==> src/design/wrg_pkg.sv <==
// Shared types, constants and helper functions for the wave ripple grid block.
package wrg_pkg;

  localparam int GRID_COLS   = 64;
  localparam int GRID_ROWS   = 64;
  localparam int HEIGHT_BITS = 16;

  localparam int COL_BITS  = $clog2(GRID_COLS);
  localparam int ROW_BITS  = $clog2(GRID_ROWS);
  localparam int ADDR_BITS = $clog2(GRID_COLS * GRID_ROWS);
  localparam int CELLS     = GRID_COLS * GRID_ROWS;

  localparam int CMD_BITS   = 2;
  localparam int FCOL_BITS  = 6;
  localparam int FROW_BITS  = 6;
  localparam int CNT_BITS   = 7;
  localparam int DAMP_BITS  = 16;
  localparam int DEPTH_BITS = 15;

  localparam int CFG_INDEX_BITS = 1;
  localparam int CFG_DATA_BITS  = 16;

  localparam logic [DAMP_BITS-1:0]  DAMP_RESET  = DAMP_BITS'(262);
  localparam logic [DEPTH_BITS-1:0] DEPTH_RESET = DEPTH_BITS'(100);

  // Four neighbors plus sign growth, and the damped value before saturation.
  localparam int SUM_BITS  = HEIGHT_BITS + 2;
  localparam int H_BITS    = HEIGHT_BITS + 2;
  localparam int PROD_BITS = H_BITS + DAMP_BITS + 1;
  localparam int RES_BITS  = H_BITS + 1;

  typedef enum logic [CMD_BITS-1:0] {
    CMD_STEP  = 2'd0,
    CMD_LOWER = 2'd1,
    CMD_READ  = 2'd2
  } cmd_e;

  typedef enum logic [CFG_INDEX_BITS-1:0] {
    REG_DAMPING     = 1'b0,
    REG_LOWER_DEPTH = 1'b1
  } cfg_reg_e;

  typedef enum logic [3:0] {
    S_CLEAR,
    S_IDLE,
    S_STEP_A,
    S_STEP_B,
    S_STEP_C,
    S_STEP_D,
    S_STEP_E,
    S_LOWER,
    S_READ_A,
    S_READ_B,
    S_DONE
  } state_t;

  typedef struct packed {
    logic load_pair;
    logic load_h;
    logic load_prod;
  } calc_ctrl_t;

  function automatic logic [ADDR_BITS-1:0] cell_addr(input logic [ROW_BITS-1:0] row,
                                                     input logic [COL_BITS-1:0] col);
    return ADDR_BITS'(ADDR_BITS'(row) * ADDR_BITS'(GRID_COLS) + ADDR_BITS'(col));
  endfunction

  function automatic logic [COL_BITS-1:0] col_inc(input logic [COL_BITS-1:0] c);
    return (c == COL_BITS'(GRID_COLS - 1)) ? '0 : COL_BITS'(c + 1'b1);
  endfunction

  function automatic logic [COL_BITS-1:0] col_dec(input logic [COL_BITS-1:0] c);
    return (c == '0) ? COL_BITS'(GRID_COLS - 1) : COL_BITS'(c - 1'b1);
  endfunction

  function automatic logic [ROW_BITS-1:0] row_inc(input logic [ROW_BITS-1:0] r);
    return (r == ROW_BITS'(GRID_ROWS - 1)) ? '0 : ROW_BITS'(r + 1'b1);
  endfunction

  function automatic logic [ROW_BITS-1:0] row_dec(input logic [ROW_BITS-1:0] r);
    return (r == '0) ? ROW_BITS'(GRID_ROWS - 1) : ROW_BITS'(r - 1'b1);
  endfunction

endpackage

==> src/design/wrg_calc.sv <==
// Shared cell update unit: neighbor sum, halving, damping multiply and saturation.
module wrg_calc
  import wrg_pkg::*;
(
  input  logic                          clk,
  input  calc_ctrl_t                    ctrl,
  input  logic [DAMP_BITS-1:0]          damping,
  input  logic signed [HEIGHT_BITS-1:0] q0,
  input  logic signed [HEIGHT_BITS-1:0] q1,
  input  logic signed [HEIGHT_BITS-1:0] old_q,
  output logic signed [HEIGHT_BITS-1:0] result
);

  logic signed [SUM_BITS-1:0]    pair_sum;
  logic signed [HEIGHT_BITS-1:0] old_h;
  logic signed [H_BITS-1:0]      h_reg;
  logic signed [PROD_BITS-1:0]   prod;

  logic signed [SUM_BITS-1:0]    sum4;
  logic signed [SUM_BITS-1:0]    sum_adj;
  logic signed [SUM_BITS-1:0]    half;
  logic signed [H_BITS-1:0]      h_next;
  logic signed [RES_BITS-1:0]    damp_part;
  logic signed [RES_BITS-1:0]    res;

  always_comb begin
    sum4 = pair_sum + SUM_BITS'(q0) + SUM_BITS'(q1);
    // Adding the sign bit before the shift makes the halving truncate toward zero.
    sum_adj = sum4 + $signed({{(SUM_BITS-1){1'b0}}, sum4[SUM_BITS-1]});
    half = sum_adj >>> 1;
    h_next = H_BITS'(half) - H_BITS'(old_h);
    // The arithmetic shift of the product is the floor of the Q16 scaling.
    damp_part = $signed(prod[PROD_BITS-1:16]);
    res = RES_BITS'(h_reg) - damp_part;
    if (res > RES_BITS'(2 ** (HEIGHT_BITS - 1) - 1)) begin
      result = {1'b0, {(HEIGHT_BITS-1){1'b1}}};
    end else if (res < -RES_BITS'(2 ** (HEIGHT_BITS - 1))) begin
      result = {1'b1, {(HEIGHT_BITS-1){1'b0}}};
    end else begin
      result = res[HEIGHT_BITS-1:0];
    end
  end

  always_ff @(posedge clk) begin
    if (ctrl.load_pair) begin
      pair_sum <= SUM_BITS'(q0) + SUM_BITS'(q1);
      old_h    <= old_q;
    end
    if (ctrl.load_h) begin
      h_reg <= h_next;
    end
    if (ctrl.load_prod) begin
      prod <= PROD_BITS'(h_reg) * $signed({1'b0, damping});
    end
  end

endmodule

==> config.mk <==
export PLATFORM = sky130hd
export DESIGN_NAME = wrg_calc
export DESIGN_NICKNAME = d
export VERILOG_FILES = /design/src/design/wrg_pkg.sv /design/src/design/wrg_calc.sv
export SDC_FILE = /design/constraint.sdc
export NUM_CORES = 1
export LEC_CHECK = 0
export BUFFER_PORTS_ARGS = -buffer_cell sky130_fd_sc_hd__buf_2
export CAP_MARGIN = 5
export CORE_ASPECT_RATIO = 1.25
export CORE_MARGIN = 8
export CORE_UTILIZATION = 30
export DETAILED_ROUTE_END_ITERATION = 8
export MAX_ROUTING_LAYER = met4
export PLACE_DENSITY_LB_ADDON = 0.15
export SLEW_MARGIN = 20
export SYNTH_ARGS = -nofsm -noshare
export SYNTH_HDL_FRONTEND = slang
export SYNTH_SLANG_ARGS = --single-unit
==> constraint.sdc <==
create_clock -name clk -period 19.2 [get_ports clk]
set_input_delay 5.76 -clock clk [delete_from_list [all_inputs] [get_ports clk]]
set_output_delay 5.76 -clock clk [all_outputs]
set_load 0.02 [all_outputs]
# [After elaboration in Yosys (flattened, before gate mapping)]
# Index checks and enable logic that the tools add are counted.
[classes] addsub=6 multipliers=1 n_lt_le_gt_ge=2 mux=2
[ops] operator="adder 18 x 16 -> 18 bit" count=2
[ops] operator="multiplier 18 x 17 -> 35 bit" count=1
[ops] operator="2-to-1 mux 16 bit" count=2
[ops] operator="> comparator 19 x 16 -> 1 bit, second input constant" count=1
[ops] operator="< comparator 19 x 16 -> 1 bit, second input constant" count=1
[ops] operator="subtractor 18 x 19 -> 19 bit" count=1
[ops] operator="adder 18 x 2 -> 18 bit" count=1
[ops] operator="subtractor 17 x 16 -> 18 bit" count=1
[ops] operator="adder 16 x 16 -> 17 bit" count=1
[word_totals] register_bits=87 inputBits=68 output_inout_bits=16 elab_cells=15

# [Logic depth before layout (Yosys ltp)]
# Gate-level depths: netlist of run 1.
[depth] ltp_word=4 depth_mapped=28

# [Worst setup path before layout of run 1]
# OpenSTA, ideal clock, no wires.
[synth_timing] path_type="input to register" from="in damping[2]" to="reg prod[34], data pin" setup_time_ns=0.260 arrival_ns=11.395 slack_ns=7.545 stages=22 path_buffers=2 cell_sequence="clkbuf_1 > clkbuf_1 > nand2_1 > fa_1 > fa_1 > fa_1 > inv_1 > fa_1 > fa_1 > inv_1 > fa_1 > inv_1 > ha_1 > o21a_1 > o2111ai_1 > a221o_1 > o21ai_0 > a31oi_1 > o21ai_0 > o41a_1 > a21oi_1 > xnor2_1"
[synth_between] elab_chain_cells=1
[synth_lines] element="start: declaration" line="wrg_calc.sv:7" source="input logic [DAMP_BITS-1:0] damping,"
[synth_lines] element="multiplier 18 x 17 -> 35 bit" line="wrg_calc.sv:53" source="prod <= PROD_BITS'(h_reg) * $signed({1'b0, damping});"
[synth_lines] element="end signal: assignment" line="wrg_calc.sv:53"
[synth_lines] element="end: declaration" line="wrg_calc.sv:17" source="logic signed [PROD_BITS-1:0] prod;"
# No other way between the ends.
# A chain may end at the register's enable or synchronous reset.

# [Final worst setup path of run 1]
[layout_timing] from="in damping[3]" to="reg prod[34], data pin"
# Same word-level chain as after synthesis.

==> results by group, run 1 <==
Outcome
  – Result of the run: complete, no violations

Logic synthesis
  – Post-Syn Instances: 1797
  – Yosys top cell by area: sky130_fd_sc_hd__fa_1
  – Average instance area after synthesis: 9.270 um2
  – Number of synthesized flops with an enable pin: 70
  – Sequential element share of the synthesized area: 12.62%
  – Share of async-settable or async-resettable flops after synthesis: 0%
  – Summed instance area of the synthesized netlist: 0.01666 mm2
  – Number of warnings issued by yosys: 0
  – Most repeated cell in the gate-level netlist after synthesis: sky130_fd_sc_hd__inv_1
  – List of most frequent post-synthesis cells: sky130_fd_sc_hd__inv_1 (452), sky130_fd_sc_hd__fa_1 (312), sky130_fd_sc_hd__nand2_1 (206), sky130_fd_sc_hd__ha_1 (155), sky130_fd_sc_hd__and2_1 (116)
  – Syn nets: 2332
  – Cell variety after synth: 65
  – Cell types with the largest area share after synthesis: sky130_fd_sc_hd__fa_1 (37%), sky130_fd_sc_hd__edfxtp_1 (13%), sky130_fd_sc_hd__ha_1 (12%), sky130_fd_sc_hd__inv_1 (10%), sky130_fd_sc_hd__nand2_1 (4.6%)
  – FF+latch count, synth: 70
  – Yosys top cell area share: 37.49%
  – Most common flop cell mapped by yosys: sky130_fd_sc_hd__edfxtp_1

Placement
  – Port-buffer cells: 83
  – Detailed placement HPWL: 35270 um
  – Routability congestion estimate from global placement: 0.7944
  – Placed instance area: 0.01783 mm2

Timing
  – Achievable frequency: 0.08430 GHz
  – Sum of negative setup slack: 0 ps
  – Remaining max-slew budget at the tightest pin: 31.23%
  – Measured slew at the worst slew-check pin: 1032 ps
  – Setup repair after global routing missed its margin: false
  – Worst clock skew: 8.386 ps
  – Time the worst path needs with I/O delays and setup: 11860 ps
  – Pins Over Slew Limit: 0
  – Hold violation total from the final report: 0
  – Final setup violation count: 0
  – Final critical-path share of the clock period: 61.78%

Clocking
  – H-tree depth: 3
  – Clock latency at the later pin of the worst-skew pair: 350 ps
  – Maximum root-to-sink buffer count: 2
  – Post-CTS resize count: 0
  – Number of CTS-inserted buffers: 9
  – CTS tree: yes
  – Number of setup buffers added after CTS: 0
  – Master cell of the clock root buffer: sky130_fd_sc_hd__clkbuf_16
  – CTS clk-pin slew, worst paths: 70 ps
  – CTS Hold Bufs: 0
  – Num Clock Sinks: 70

Die
  – Number of I/O pins: 84
  – Initial cell density of the core: 30.35%
  – Die Y: 279.5 um
  – Total number of placement rows: 96
  – Die area: 0.06337 mm2
  – Width of the die: 226.8 um
  – Floorplan core area: 0.05489 mm2

Worst setup path
  – Reg-to-reg setup timing slack: 12100 ps
  – Arrival time of the worst setup path: 11950 ps
  – Crit path kind: in -> reg
  – Worst Path Required: 19290 ps
  – Capture instance of the worst register-to-register path: prod[34]
  – R2r startpoint: h_reg[7]
  – Depth of the most critical reg-to-reg path: 22
  – Crit-path max FO: 18
  – CP startpoint kind: primary input
  – Critical path endpoint category: flip-flop

Hold path
  – Hold crit path type: reg -> reg
  – Hold depth: 2
  – Worst Min Path Start: old_h[0]
  – Hold endpoint: h_reg[0]

Global routing
  – Pin count of the biggest net entering global routing: 34
  – Overflow after GRT: 0
  – GRT Resource Usage Total: 14.62%
  – Antenna violations before repair: 2
  – Vias in the first global route: 13660
  – First-pass GRT wire length: 70570 um

Final layout
  – Layout-stage area growth over the synthesis result: 8.900%
  – # nets final: 2381
  – Flip-flop count of the largest register, all copies and words added: 19
  – Post-route cell area: 0.01814 mm2
  – Post-layout utilization of the core: 33.05%
  – Fraction of final layout cells sized beyond drive strength 1: 6.537%

Detailed routing
  – Initial DRC count: 352
  – DR WL/cell: 16.30 um
  – Number of detailed-route iterations in the first pass: 4
  – Residual DRC count: 0
  – Number of vias per cell after detailed routing: 4.544
  – Wirelength, routed: 42200 um
  – Routed vias: 11760
  – Residual antenna-violating net count after detailed routing: 0

Job
  – Max Cap Viol: 0
-- metal layers --
layer  wire length, um  up-vias  GRT usage [%]  part of all wire, %
met1             15670     5972          14.78                   37
met5                 0        -              -                    0
met3               962       53          1.423                  2.3
met2             24560      141          29.38                   58
li1                  -     5594              -                    -
met4               999        0          3.431                  2.4
-- through the flow --
stage | hold slack, ps | worst slack, ps | instances
after floorplan | 619.7 | 7545 | 1797
after global placement | 729.2 | 7008 | 2570
after detailed placement | 711.9 | 6916 | 2570
after CTS | 730.2 | 7280 | 2586
after global routing | 741.2 | 6898 | 2588
final | 693.6 | 7338 | 2588
-- critical path, cell delays in order --
cell and delay, ps:
sky130_fd_sc_hd__buf_2 330, sky130_fd_sc_hd__and2_1 230, sky130_fd_sc_hd__inv_1 70, sky130_fd_sc_hd__fa_1 740, sky130_fd_sc_hd__fa_1 500, sky130_fd_sc_hd__inv_1 290, sky130_fd_sc_hd__fa_1 510, sky130_fd_sc_hd__fa_1 500
sky130_fd_sc_hd__fa_1 490, sky130_fd_sc_hd__inv_1 50, sky130_fd_sc_hd__fa_1 480, sky130_fd_sc_hd__inv_1 40, sky130_fd_sc_hd__ha_1 320, sky130_fd_sc_hd__a21o_1 170, sky130_fd_sc_hd__a21oi_1 160, sky130_fd_sc_hd__o221ai_1 120
sky130_fd_sc_hd__a31oi_1 290, sky130_fd_sc_hd__o21ai_0 220, sky130_fd_sc_hd__o41a_1 380, sky130_fd_sc_hd__a21oi_1 180, sky130_fd_sc_hd__xnor2_1 80
-- final cells by class --
class | instances | area (um2)
inverters | 452 | 1697
multi-input cells | 1226 | 12670
clock inverters | 7 | 81.33
fillers | 5811 | 36750
diodes | 2 | 5.005
well taps | 735 | 919.6
clock buffers | 9 | 225.2
repair buffers | 87 | 445.4
flip-flops and latches | 70 | 2102
-- logic make-up (layout without fill, tap and decap cells) --
kind of cell	Yosys count	in the layout	synth area share, %
simple gates	469	469	13.75
other cells	0	2	0
flops	70	70	12.62
xor+xnor	88	88	4.627
fa+ha+maj	467	467	49.14
compound gates	202	202	8.525
buf+inv	501	555	11.35
-- worst max path at each step --
| stage | start | endpoint | slack, ps |
|---|---|---|---|
| floorplan | damping[2] | prod[34] | 7540 |
| detailed placement | damping[3] | prod[34] | 6920 |
| global placement | damping[3] | prod[34] | 7010 |
| global route | damping[3] | prod[34] | 6900 |
| finish | damping[3] | prod[34] | 7340 |
| CTS | damping[3] | prod[34] | 7280 |
-- cells in the final DEF (no fill, tap or decap), drive strengths merged, types with 3 or more instances in the layout --
master     n
xnor2     70
and3       9
nand3b     5
o2111ai    4
and2     116
a31o       4
o211ai     5
a21oi     54
xor2      18
a211oi     8
a31oi      4
nand2b     7
a211o      4
buf       87
ha       155
nand4      3
or2        4
a2111oi    3
nand2    206
o31a       5
o21ai     32
nand3     17
fa       312
inv      454
a21o      31
nor3      21
edfxtp    70
nor2      50
clkbuf     9
a21boi     6
o21bai     7
clkinv     3
or3        8
o21a      17
nor2b     15
Power of run 1 is left out: the tool's default activity adds up to more than one toggle a clock period on the data nets, which glitch-free logic cannot reach.
==> run 2: changes to the inputs <==
==> constraint.sdc (replaced) <==
create_clock -name clk -period 11.9 [get_ports clk]
set_input_delay 3.57 -clock clk [delete_from_list [all_inputs] [get_ports clk]]
set_output_delay 3.57 -clock clk [all_outputs]
set_load 0.02 [all_outputs]
==> run 2 against run 1 <==
Largest cell class unchanged. First-iteration DRC count is 13% lower. Utilization about the same. Critical path type unchanged. Worst hold slack better by 11 ps. Flip-flop and latch count stayed put. Register-to-register slack got worse by 7300 ps. Critical endpoint unchanged.
==> results by group, run 2 (synthesis gave the netlist of run 1 again) <==
Clocking
  – Master cell of the clock root buffer: sky130_fd_sc_hd__clkbuf_16
  – Maximum root-to-sink buffer count: 2 (unchanged)
  – Number of CTS-inserted buffers: 9 (unchanged)
  – H-tree depth: 3 (unchanged)
  – Number of setup buffers added after CTS: 0 (unchanged)
  – CTS clk-pin slew, worst paths: 70 ps (about the same)
  – CTS Hold Bufs: 0 (unchanged)
  – Num Clock Sinks: 70 (unchanged)
  – Clock latency at the later pin of the worst-skew pair: 340 ps (about the same)
  – Post-CTS resize count: 0 (unchanged)
  – CTS tree: yes

Final layout
  – Flip-flop count of the largest register, all copies and words added: 19 (unchanged)
  – Highest-count cells in the layout ignoring fill and taps: sky130_fd_sc_hd__inv_1 (452), sky130_fd_sc_hd__fa_1 (312), sky130_fd_sc_hd__nand2_1 (206), sky130_fd_sc_hd__ha_1 (155), sky130_fd_sc_hd__and2_1 (116)
  – # nets final: 2382 (+0.042%)
  – Post-layout utilization of the core: 33.07% (about the same)
  – Layout-stage area growth over the synthesis result: 8.961% (about the same)
  – Fill cell total of the finished layout: 5798 (-0.22%)
  – Count of non-filler cells in the finished layout: 2590 (+0.077%)
  – Fraction of final layout cells sized beyond drive strength 1: 6.587% (+0.050 points)
  – Most common library cell in the layout ignoring fill and taps: sky130_fd_sc_hd__inv_1

Worst setup path
  – Cell breakdown of the critical path: buf_2 > and2_1 > inv_1 > fa_1 > fa_1 > inv_1 > fa_1 > fa_1 > fa_1 > inv_1 > fa_1 > inv_1 > ha_1 > a21o_1 > a21oi_1 > o221ai_1 > a31oi_1 > o21ai_0 > o41a_1 > a21oi_1 > xnor2_1
  – Number of buffers and inverters on the critical path: 5 (unchanged)
  – Most frequent cell on the critical path: sky130_fd_sc_hd__fa_1
  – Crit path kind: in -> reg
  – Highest cell delay on the worst timing path: 750 ps (about the same)
  – Depth of the most critical reg-to-reg path: 22 (unchanged)
  – Largest delay contributor family on the critical path: adder cells
  – Depth of the critical timing path with buffers and inverters included: 21 (unchanged)
  – Crit-path max FO: 18 (unchanged)
  – CP startpoint kind: primary input
  – Critical Path Slowest Stage Cell: sky130_fd_sc_hd__fa_1
  – Worst Path Required: 11990 ps (-7300 ps)
  – Arrival time of the worst setup path: 9780 ps (-2170 ps)
  – Critical path endpoint category: flip-flop

Hold path
  – Hold crit path type: reg -> reg
  – Hold depth: 2 (unchanged)

Timing
  – Time the worst path needs with I/O delays and setup: 9693 ps
  – Worst clock skew: 8.792 ps (+0.4062 ps)
  – Hold violation total from the final report: 0 (unchanged)
  – Pins Over Slew Limit: 0 (unchanged)
  – Setup repair after global routing missed its margin: false
  – Final critical-path share of the clock period: 81.46%
  – Achievable frequency: 0.1032 GHz
  – Worst setup margin: 2207 ps (-5131 ps)
  – Final setup violation count: 0 (unchanged)
  – Remaining max-slew budget at the tightest pin: 33.54% (+2.3 points)
  – Measured slew at the worst slew-check pin: 996.9 ps (-34.56 ps)
  – Sum of negative setup slack: 0 ps (unchanged)

Placement
  – Detailed placement HPWL: 35290 um (about the same)
  – Post-placement cell count: 2571 (+0.039%)
  – Port-buffer cells: 83 (unchanged)
  – Routability congestion estimate from global placement: 0.7945 (about the same)
  – Post-placement worst setup slack: 1825 ps (-5091 ps)

Outcome
  – Result of the run: complete, no violations

Detailed routing
  – Wirelength, routed: 42020 um (-0.42%)
  – Residual DRC count: 0 (unchanged)
  – Number of vias per cell after detailed routing: 4.563 (+0.42%)
  – Number of detailed-route iterations in the first pass: 4 (unchanged)
  – DR WL/cell: 16.22 um (-0.50%)
  – Routed vias: 11820 (+0.49%)
  – Residual antenna-violating net count after detailed routing: 0 (unchanged)
  – Initial DRC count: 305 (-13%)

Job
  – Max Cap Viol: 0 (unchanged)

Die
  – Die area: 0.06337 mm2 (unchanged)
  – Number of I/O pins: 84 (unchanged)
  – Initial cell density of the core: 30.35% (unchanged)
  – Floorplan core area: 0.05489 mm2 (unchanged)
  – Total number of placement rows: 96 (unchanged)
  – Width of the die: 226.8 um (unchanged)
  – Die Y: 279.5 um (unchanged)

Global routing
  – Overflow after GRT: 0 (unchanged)
  – Antenna violations before repair: 3 (+1)
  – Vias in the first global route: 13650 (-0.037%)
  – Pin count of the biggest net entering global routing: 34 (unchanged)
  – GRT Resource Usage Total: 14.62% (about the same)
  – First-pass GRT wire length: 70670 um (+0.14%)
-- run 2: cell count changes in the layout (fill, tap and decap cells not counted), sizes merged --
cell	previous run	this run
diode	2	3
buf	87	88
-- run 2: final timing paths --
path,from,to,slack (ps)
worst max-delay path,damping[3],prod[34],2210
worst min-delay path,old_h[0],h_reg[0],700
worst max register to register,h_reg[7],prod[34],4790
worst min register to register,old_h[0],h_reg[0],700
-- run 2: layout make-up --
class / count / area (um2) / share of cell area, %
diodes: 3 / 7.507 / 0.04136
inverters: 452 / 1697 / 9.347
clock inverters: 7 / 81.33 / 0.4481
clock buffers: 9 / 225.2 / 1.241
repair buffers: 88 / 452.9 / 2.495
well taps: 735 / 919.6 / 5.067
multi-input cells: 1226 / 12670 / 69.78
flip-flops and latches: 70 / 2102 / 11.58
-- run 2: tightest hold or removal path, stage by stage (launching register included) --
cell and delay [ps]:
sky130_fd_sc_hd__edfxtp_1 350, sky130_fd_sc_hd__ha_1 150, sky130_fd_sc_hd__inv_1 40
-- run 2: metal layers --
| metal | global-route usage [%] | up-vias | routed length, um |
|---|---|---|---|
| li1 | - | 5602 | - |
| met4 | 3.862 | 0 | 994 |
| met1 | 14.79 | 5997 | 15390 |
| met3 | 1.444 | 51 | 1035 |
| met5 | - | - | 0 |
| met2 | 29.16 | 168 | 24600 |
-- run 2: through the flow --
stage | area [um2] | hold slack [ps]
after floorplan | 16660 | 619.7
after global placement | 17840 | 728.8
after detailed placement | 17840 | 717.7
final | 18150 | 704.7
after global routing | 18150 | 752.6
after CTS | 18140 | 735.4
Power of run 2 is left out for the same reason.
==> run 3: changes to the inputs <==
--- a/config.mk
+++ b/config.mk
@@ -5,6 +5,7 @@
 export SDC_FILE = /design/constraint.sdc
 export NUM_CORES = 1
 export LEC_CHECK = 0
+export ABC_AREA = 1
 export BUFFER_PORTS_ARGS = -buffer_cell sky130_fd_sc_hd__buf_2
 export CAP_MARGIN = 5
 export CORE_ASPECT_RATIO = 1.25
==> constraint.sdc (replaced) <==
create_clock -name clk -period 9.5 [get_ports clk]
set_input_delay 2.85 -clock clk [delete_from_list [all_inputs] [get_ports clk]]
set_output_delay 2.85 -clock clk [all_outputs]
set_load 0.02 [all_outputs]
==> run 3 against run 2 <==
Highest routed layer unchanged. Flip-flop and latch count unchanged. Critical path depth down 2. Register-to-register slack worse by 1700 ps. First-iteration DRC count increased by 96%. Sequential share of layout area down 0.94 points. Synthesized cell count grew 32%. Largest cell class unchanged. Final area rose by 8.8%. Area after synthesis up 9.4%. Global-route usage is 1.1 points higher. Die area up 8.8%.
==> results by group, run 3 <==
Outcome
  – Result of the run: complete, no violations

Timing
  – Worst setup margin: 1215 ps (-991.2 ps)
  – Worst clock skew: 10.45 ps (+1.663 ps)
  – Achievable frequency: 0.1207 GHz
  – Sum of negative setup slack: 0 ps (unchanged)
  – Hold violation total from the final report: 0 (unchanged)
  – Final critical-path share of the clock period: 87.21%
  – Final setup violation count: 0 (unchanged)
  – Setup repair after global routing missed its margin: false
  – Remaining max-slew budget at the tightest pin: 30.91% (-2.6 points)
  – Measured slew at the worst slew-check pin: 1036 ps (+39.42 ps)
  – Time the worst path needs with I/O delays and setup: 8285 ps
  – Final hold slack: 663.0 ps (-41.70 ps)
  – Pins Over Slew Limit: 0 (unchanged)

Detailed routing
  – Initial DRC count: 597 (+96%)
  – Number of detailed-route iterations in the first pass: 7 (+3)
  – DR WL/cell: 16.06 um (-0.99%)
  – Number of vias per cell after detailed routing: 4.548 (-0.33%)
  – Residual antenna-violating net count after detailed routing: 0 (unchanged)
  – Residual DRC count: 0 (unchanged)
  – Wirelength, routed: 51060 um (+22%)
  – Routed vias: 14460 (+22%)

Logic synthesis
  – Syn nets: 2899 (+24%)
  – Number of warnings issued by yosys: 0 (unchanged)
  – Dominant combinational cell family by area after synthesis: adder cells
  – Synthesized-area fraction occupied by and/or/nand/nor cells: 18.35% (+4.6 points)
  – Adder and majority cell fraction of the synthesized area: 44.90% (-4.2 points)
  – FF+latch count, synth: 70 (unchanged)
  – Compound-cell area share of the yosys netlist: 6.060% (-2.5 points)
  – Sequential element share of the synthesized area: 11.53% (-1.1 points)
  – Cell types with the largest area share after synthesis: sky130_fd_sc_hd__fa_1 (34%), sky130_fd_sc_hd__inv_1 (14%), sky130_fd_sc_hd__nand2_1 (12%), sky130_fd_sc_hd__edfxtp_1 (12%), sky130_fd_sc_hd__ha_1 (11%)
  – Summed instance area of the synthesized netlist: 0.01823 mm2 (+9.4%)
  – Cell variety after synth: 41 (-37%)
  – Share of async-settable or async-resettable flops after synthesis: 0% (unchanged)
  – List of most frequent post-synthesis cells: sky130_fd_sc_hd__inv_1 (667), sky130_fd_sc_hd__nand2_1 (594), sky130_fd_sc_hd__fa_1 (312), sky130_fd_sc_hd__ha_1 (155), sky130_fd_sc_hd__a21oi_1 (100)
  – Yosys top cell area share: 34.26% (-3.2 points)
  – Fraction of synthesized area in multiplexers: 0% (unchanged)
  – Most repeated cell in the gate-level netlist after synthesis: sky130_fd_sc_hd__inv_1
  – Number of synthesized flops with an enable pin: 70 (unchanged)
  – Post-Syn Instances: 2364 (+32%)
  – Average instance area after synthesis: 7.711 um2 (-17%)
  – Yosys top cell by area: sky130_fd_sc_hd__fa_1
  – Most common flop cell mapped by yosys: sky130_fd_sc_hd__edfxtp_1
  – Post-synthesis xor/xnor area fraction: 3.844% (-0.78 points)

Clocking
  – CTS Hold Bufs: 0 (unchanged)
  – Master cell of the clock root buffer: sky130_fd_sc_hd__clkbuf_16
  – CTS tree: yes
  – Maximum root-to-sink buffer count: 2 (unchanged)
  – H-tree depth: 3 (unchanged)
  – CTS clk-pin slew, worst paths: 60 ps (about the same)
  – Post-CTS resize count: 0 (unchanged)
  – Clock latency at the later pin of the worst-skew pair: 360 ps (+20 ps)
  – Num Clock Sinks: 70 (unchanged)
  – Number of CTS-inserted buffers: 9 (unchanged)
  – Number of setup buffers added after CTS: 0 (unchanged)

Placement
  – Routability congestion estimate from global placement: 0.8512 (+7.1%)
  – Placed instance area: 0.01943 mm2 (+8.9%)
  – Post-placement worst setup slack: 820.6 ps (-1005 ps)
  – Port-buffer cells: 83 (unchanged)
  – Detailed placement HPWL: 44280 um (+25%)

Worst setup path
  – Crit path kind: in -> reg
  – Critical Path Slowest Stage Cell: sky130_fd_sc_hd__fa_1
  – Largest delay contributor family on the critical path: adder cells
  – CP startpoint kind: primary input
  – R2r startpoint: h_reg[13]
  – Timing endpoint of the critical path: prod[33]
  – Highest cell delay on the worst timing path: 680 ps (-70 ps)
  – Cell breakdown of the critical path: buf_2 > nand2_1 > fa_1 > inv_1 > fa_1 > inv_1 > fa_1 > fa_1 > inv_1 > fa_1 > inv_1 > fa_1 > inv_1 > ha_1 > inv_1 > nor4_1 > nand4_1 > nand2_1 > xor2_1
  – Capture instance of the worst register-to-register path: prod[22]
  – Reg-to-reg setup timing slack: 3140 ps (-1650 ps)
  – Crit-path max FO: 18 (unchanged)
  – Critical path launch point: damping[8]
  – Depth of the most critical reg-to-reg path: 17 (-23%)
  – Number of buffers and inverters on the critical path: 7 (+2)
  – Critical path endpoint category: flip-flop
  – Arrival time of the worst setup path: 8380 ps (-1400 ps)
  – Worst Path Required: 9600 ps (-2390 ps)
  – Depth of the critical timing path with buffers and inverters included: 19 (-9.5%)

Final layout
  – Layout-stage area growth over the synthesis result: 8.353%
  – Post-route cell area: 0.01975 mm2 (+8.8%)
  – Highest-count cells in the layout ignoring fill and taps: sky130_fd_sc_hd__inv_1 (667), sky130_fd_sc_hd__nand2_1 (594), sky130_fd_sc_hd__fa_1 (312), sky130_fd_sc_hd__ha_1 (155), sky130_fd_sc_hd__a21oi_1 (100)
  – Most common library cell in the layout ignoring fill and taps: sky130_fd_sc_hd__inv_1
  – Fill cell total of the finished layout: 6543 (+13%)
  – Flip-flop count of the largest register, all copies and words added: 19 (unchanged)
  – # nets final: 2936 (+23%)
  – Fraction of final layout cells sized beyond drive strength 1: 5.860% (-0.73 points)

Job
  – Max Cap Viol: 0 (unchanged)

Global routing
  – First-pass GRT wire length: 84100 um (+19%)
  – Vias in the first global route: 15990 (+17%)
  – Pin count of the biggest net entering global routing: 34 (unchanged)
  – Antenna violations before repair: 1 (-2)
  – Overflow after GRT: 0 (unchanged)
  – GRT Resource Usage Total: 15.76% (+1.1 points)

Die
  – Width of the die: 236.5 um (+4.3%)
  – Die area: 0.06896 mm2 (+8.8%)
  – Die Y: 291.6 um (+4.3%)
  – Floorplan core area: 0.06041 mm2 (+10%)
  – Total number of placement rows: 101 (+5.2%)
  – Number of I/O pins: 84 (unchanged)
  – Initial cell density of the core: 30.18% (-0.17 points)

Hold path
  – Hold crit path type: reg -> reg
## run 3: worst min-delay path by stage
stage | start | end | slack, ps | depth (start not counted)
5_1_grt | old_h[0] | h_reg[0] | 690 | 2
3_5_place_dp | old_h[0] | h_reg[0] | 670 | 2
2_1_floorplan | old_h[0] | h_reg[0] | 620 | 2
6_report | old_h[0] | h_reg[0] | 660 | 2
4_1_cts | old_h[0] | h_reg[0] | 670 | 2
3_3_place_gp | old_h[0] | h_reg[0] | 660 | 2
## run 3: worst reg2reg max path: stages, from the launching register on
cell and delay [ps]:
sky130_fd_sc_hd__edfxtp_1 1020, sky130_fd_sc_hd__nand2_1 240, sky130_fd_sc_hd__fa_1 550, sky130_fd_sc_hd__fa_1 470
sky130_fd_sc_hd__fa_1 540, sky130_fd_sc_hd__inv_1 50, sky130_fd_sc_hd__fa_1 440, sky130_fd_sc_hd__fa_1 560
sky130_fd_sc_hd__inv_1 60, sky130_fd_sc_hd__fa_1 520, sky130_fd_sc_hd__inv_1 50, sky130_fd_sc_hd__ha_1 350
sky130_fd_sc_hd__a21oi_1 210, sky130_fd_sc_hd__a21boi_0 260, sky130_fd_sc_hd__a21boi_0 290, sky130_fd_sc_hd__nand2_1 160
sky130_fd_sc_hd__a21oi_1 190, sky130_fd_sc_hd__xnor2_1 120
## run 3: layer usage
metal	track usage (%)	up-vias	routed length, um
met1	16.14	7103	19320
met3	1.273	70	1051
met4	3.998	0	1163
met5	-	-	0
met2	31.70	236	29530
li1	-	7048	-
## run 3: through the flow
step                instances  utilization [%]
finish                   3179            32.70
global route             3179            32.70
CTS                      3178            32.70
detailed placement       3162            32.16
global placement         3162            32.16
floorplan                2364                -
## run 3: layout make-up
type	instances	area (um2)	share of cell area [%]
diodes	1	2.502	0.01267
clock buffers	10	229.0	1.159
clock inverters	6	93.84	0.4751
inverters	671	2519	12.75
multi-input cells	1554	13340	67.51
flip-flops and latches	70	2102	10.64
well taps	772	965.9	4.890
repair buffers	95	505.5	2.559
## run 3: kinds of logic after synthesis
kind of cell    Yosys count
compound gates          195
simple gates            812
buf+inv                 740
xor+xnor                 80
flops                    70
fa+ha+maj               467
Power of run 3 is left out for the same reason.
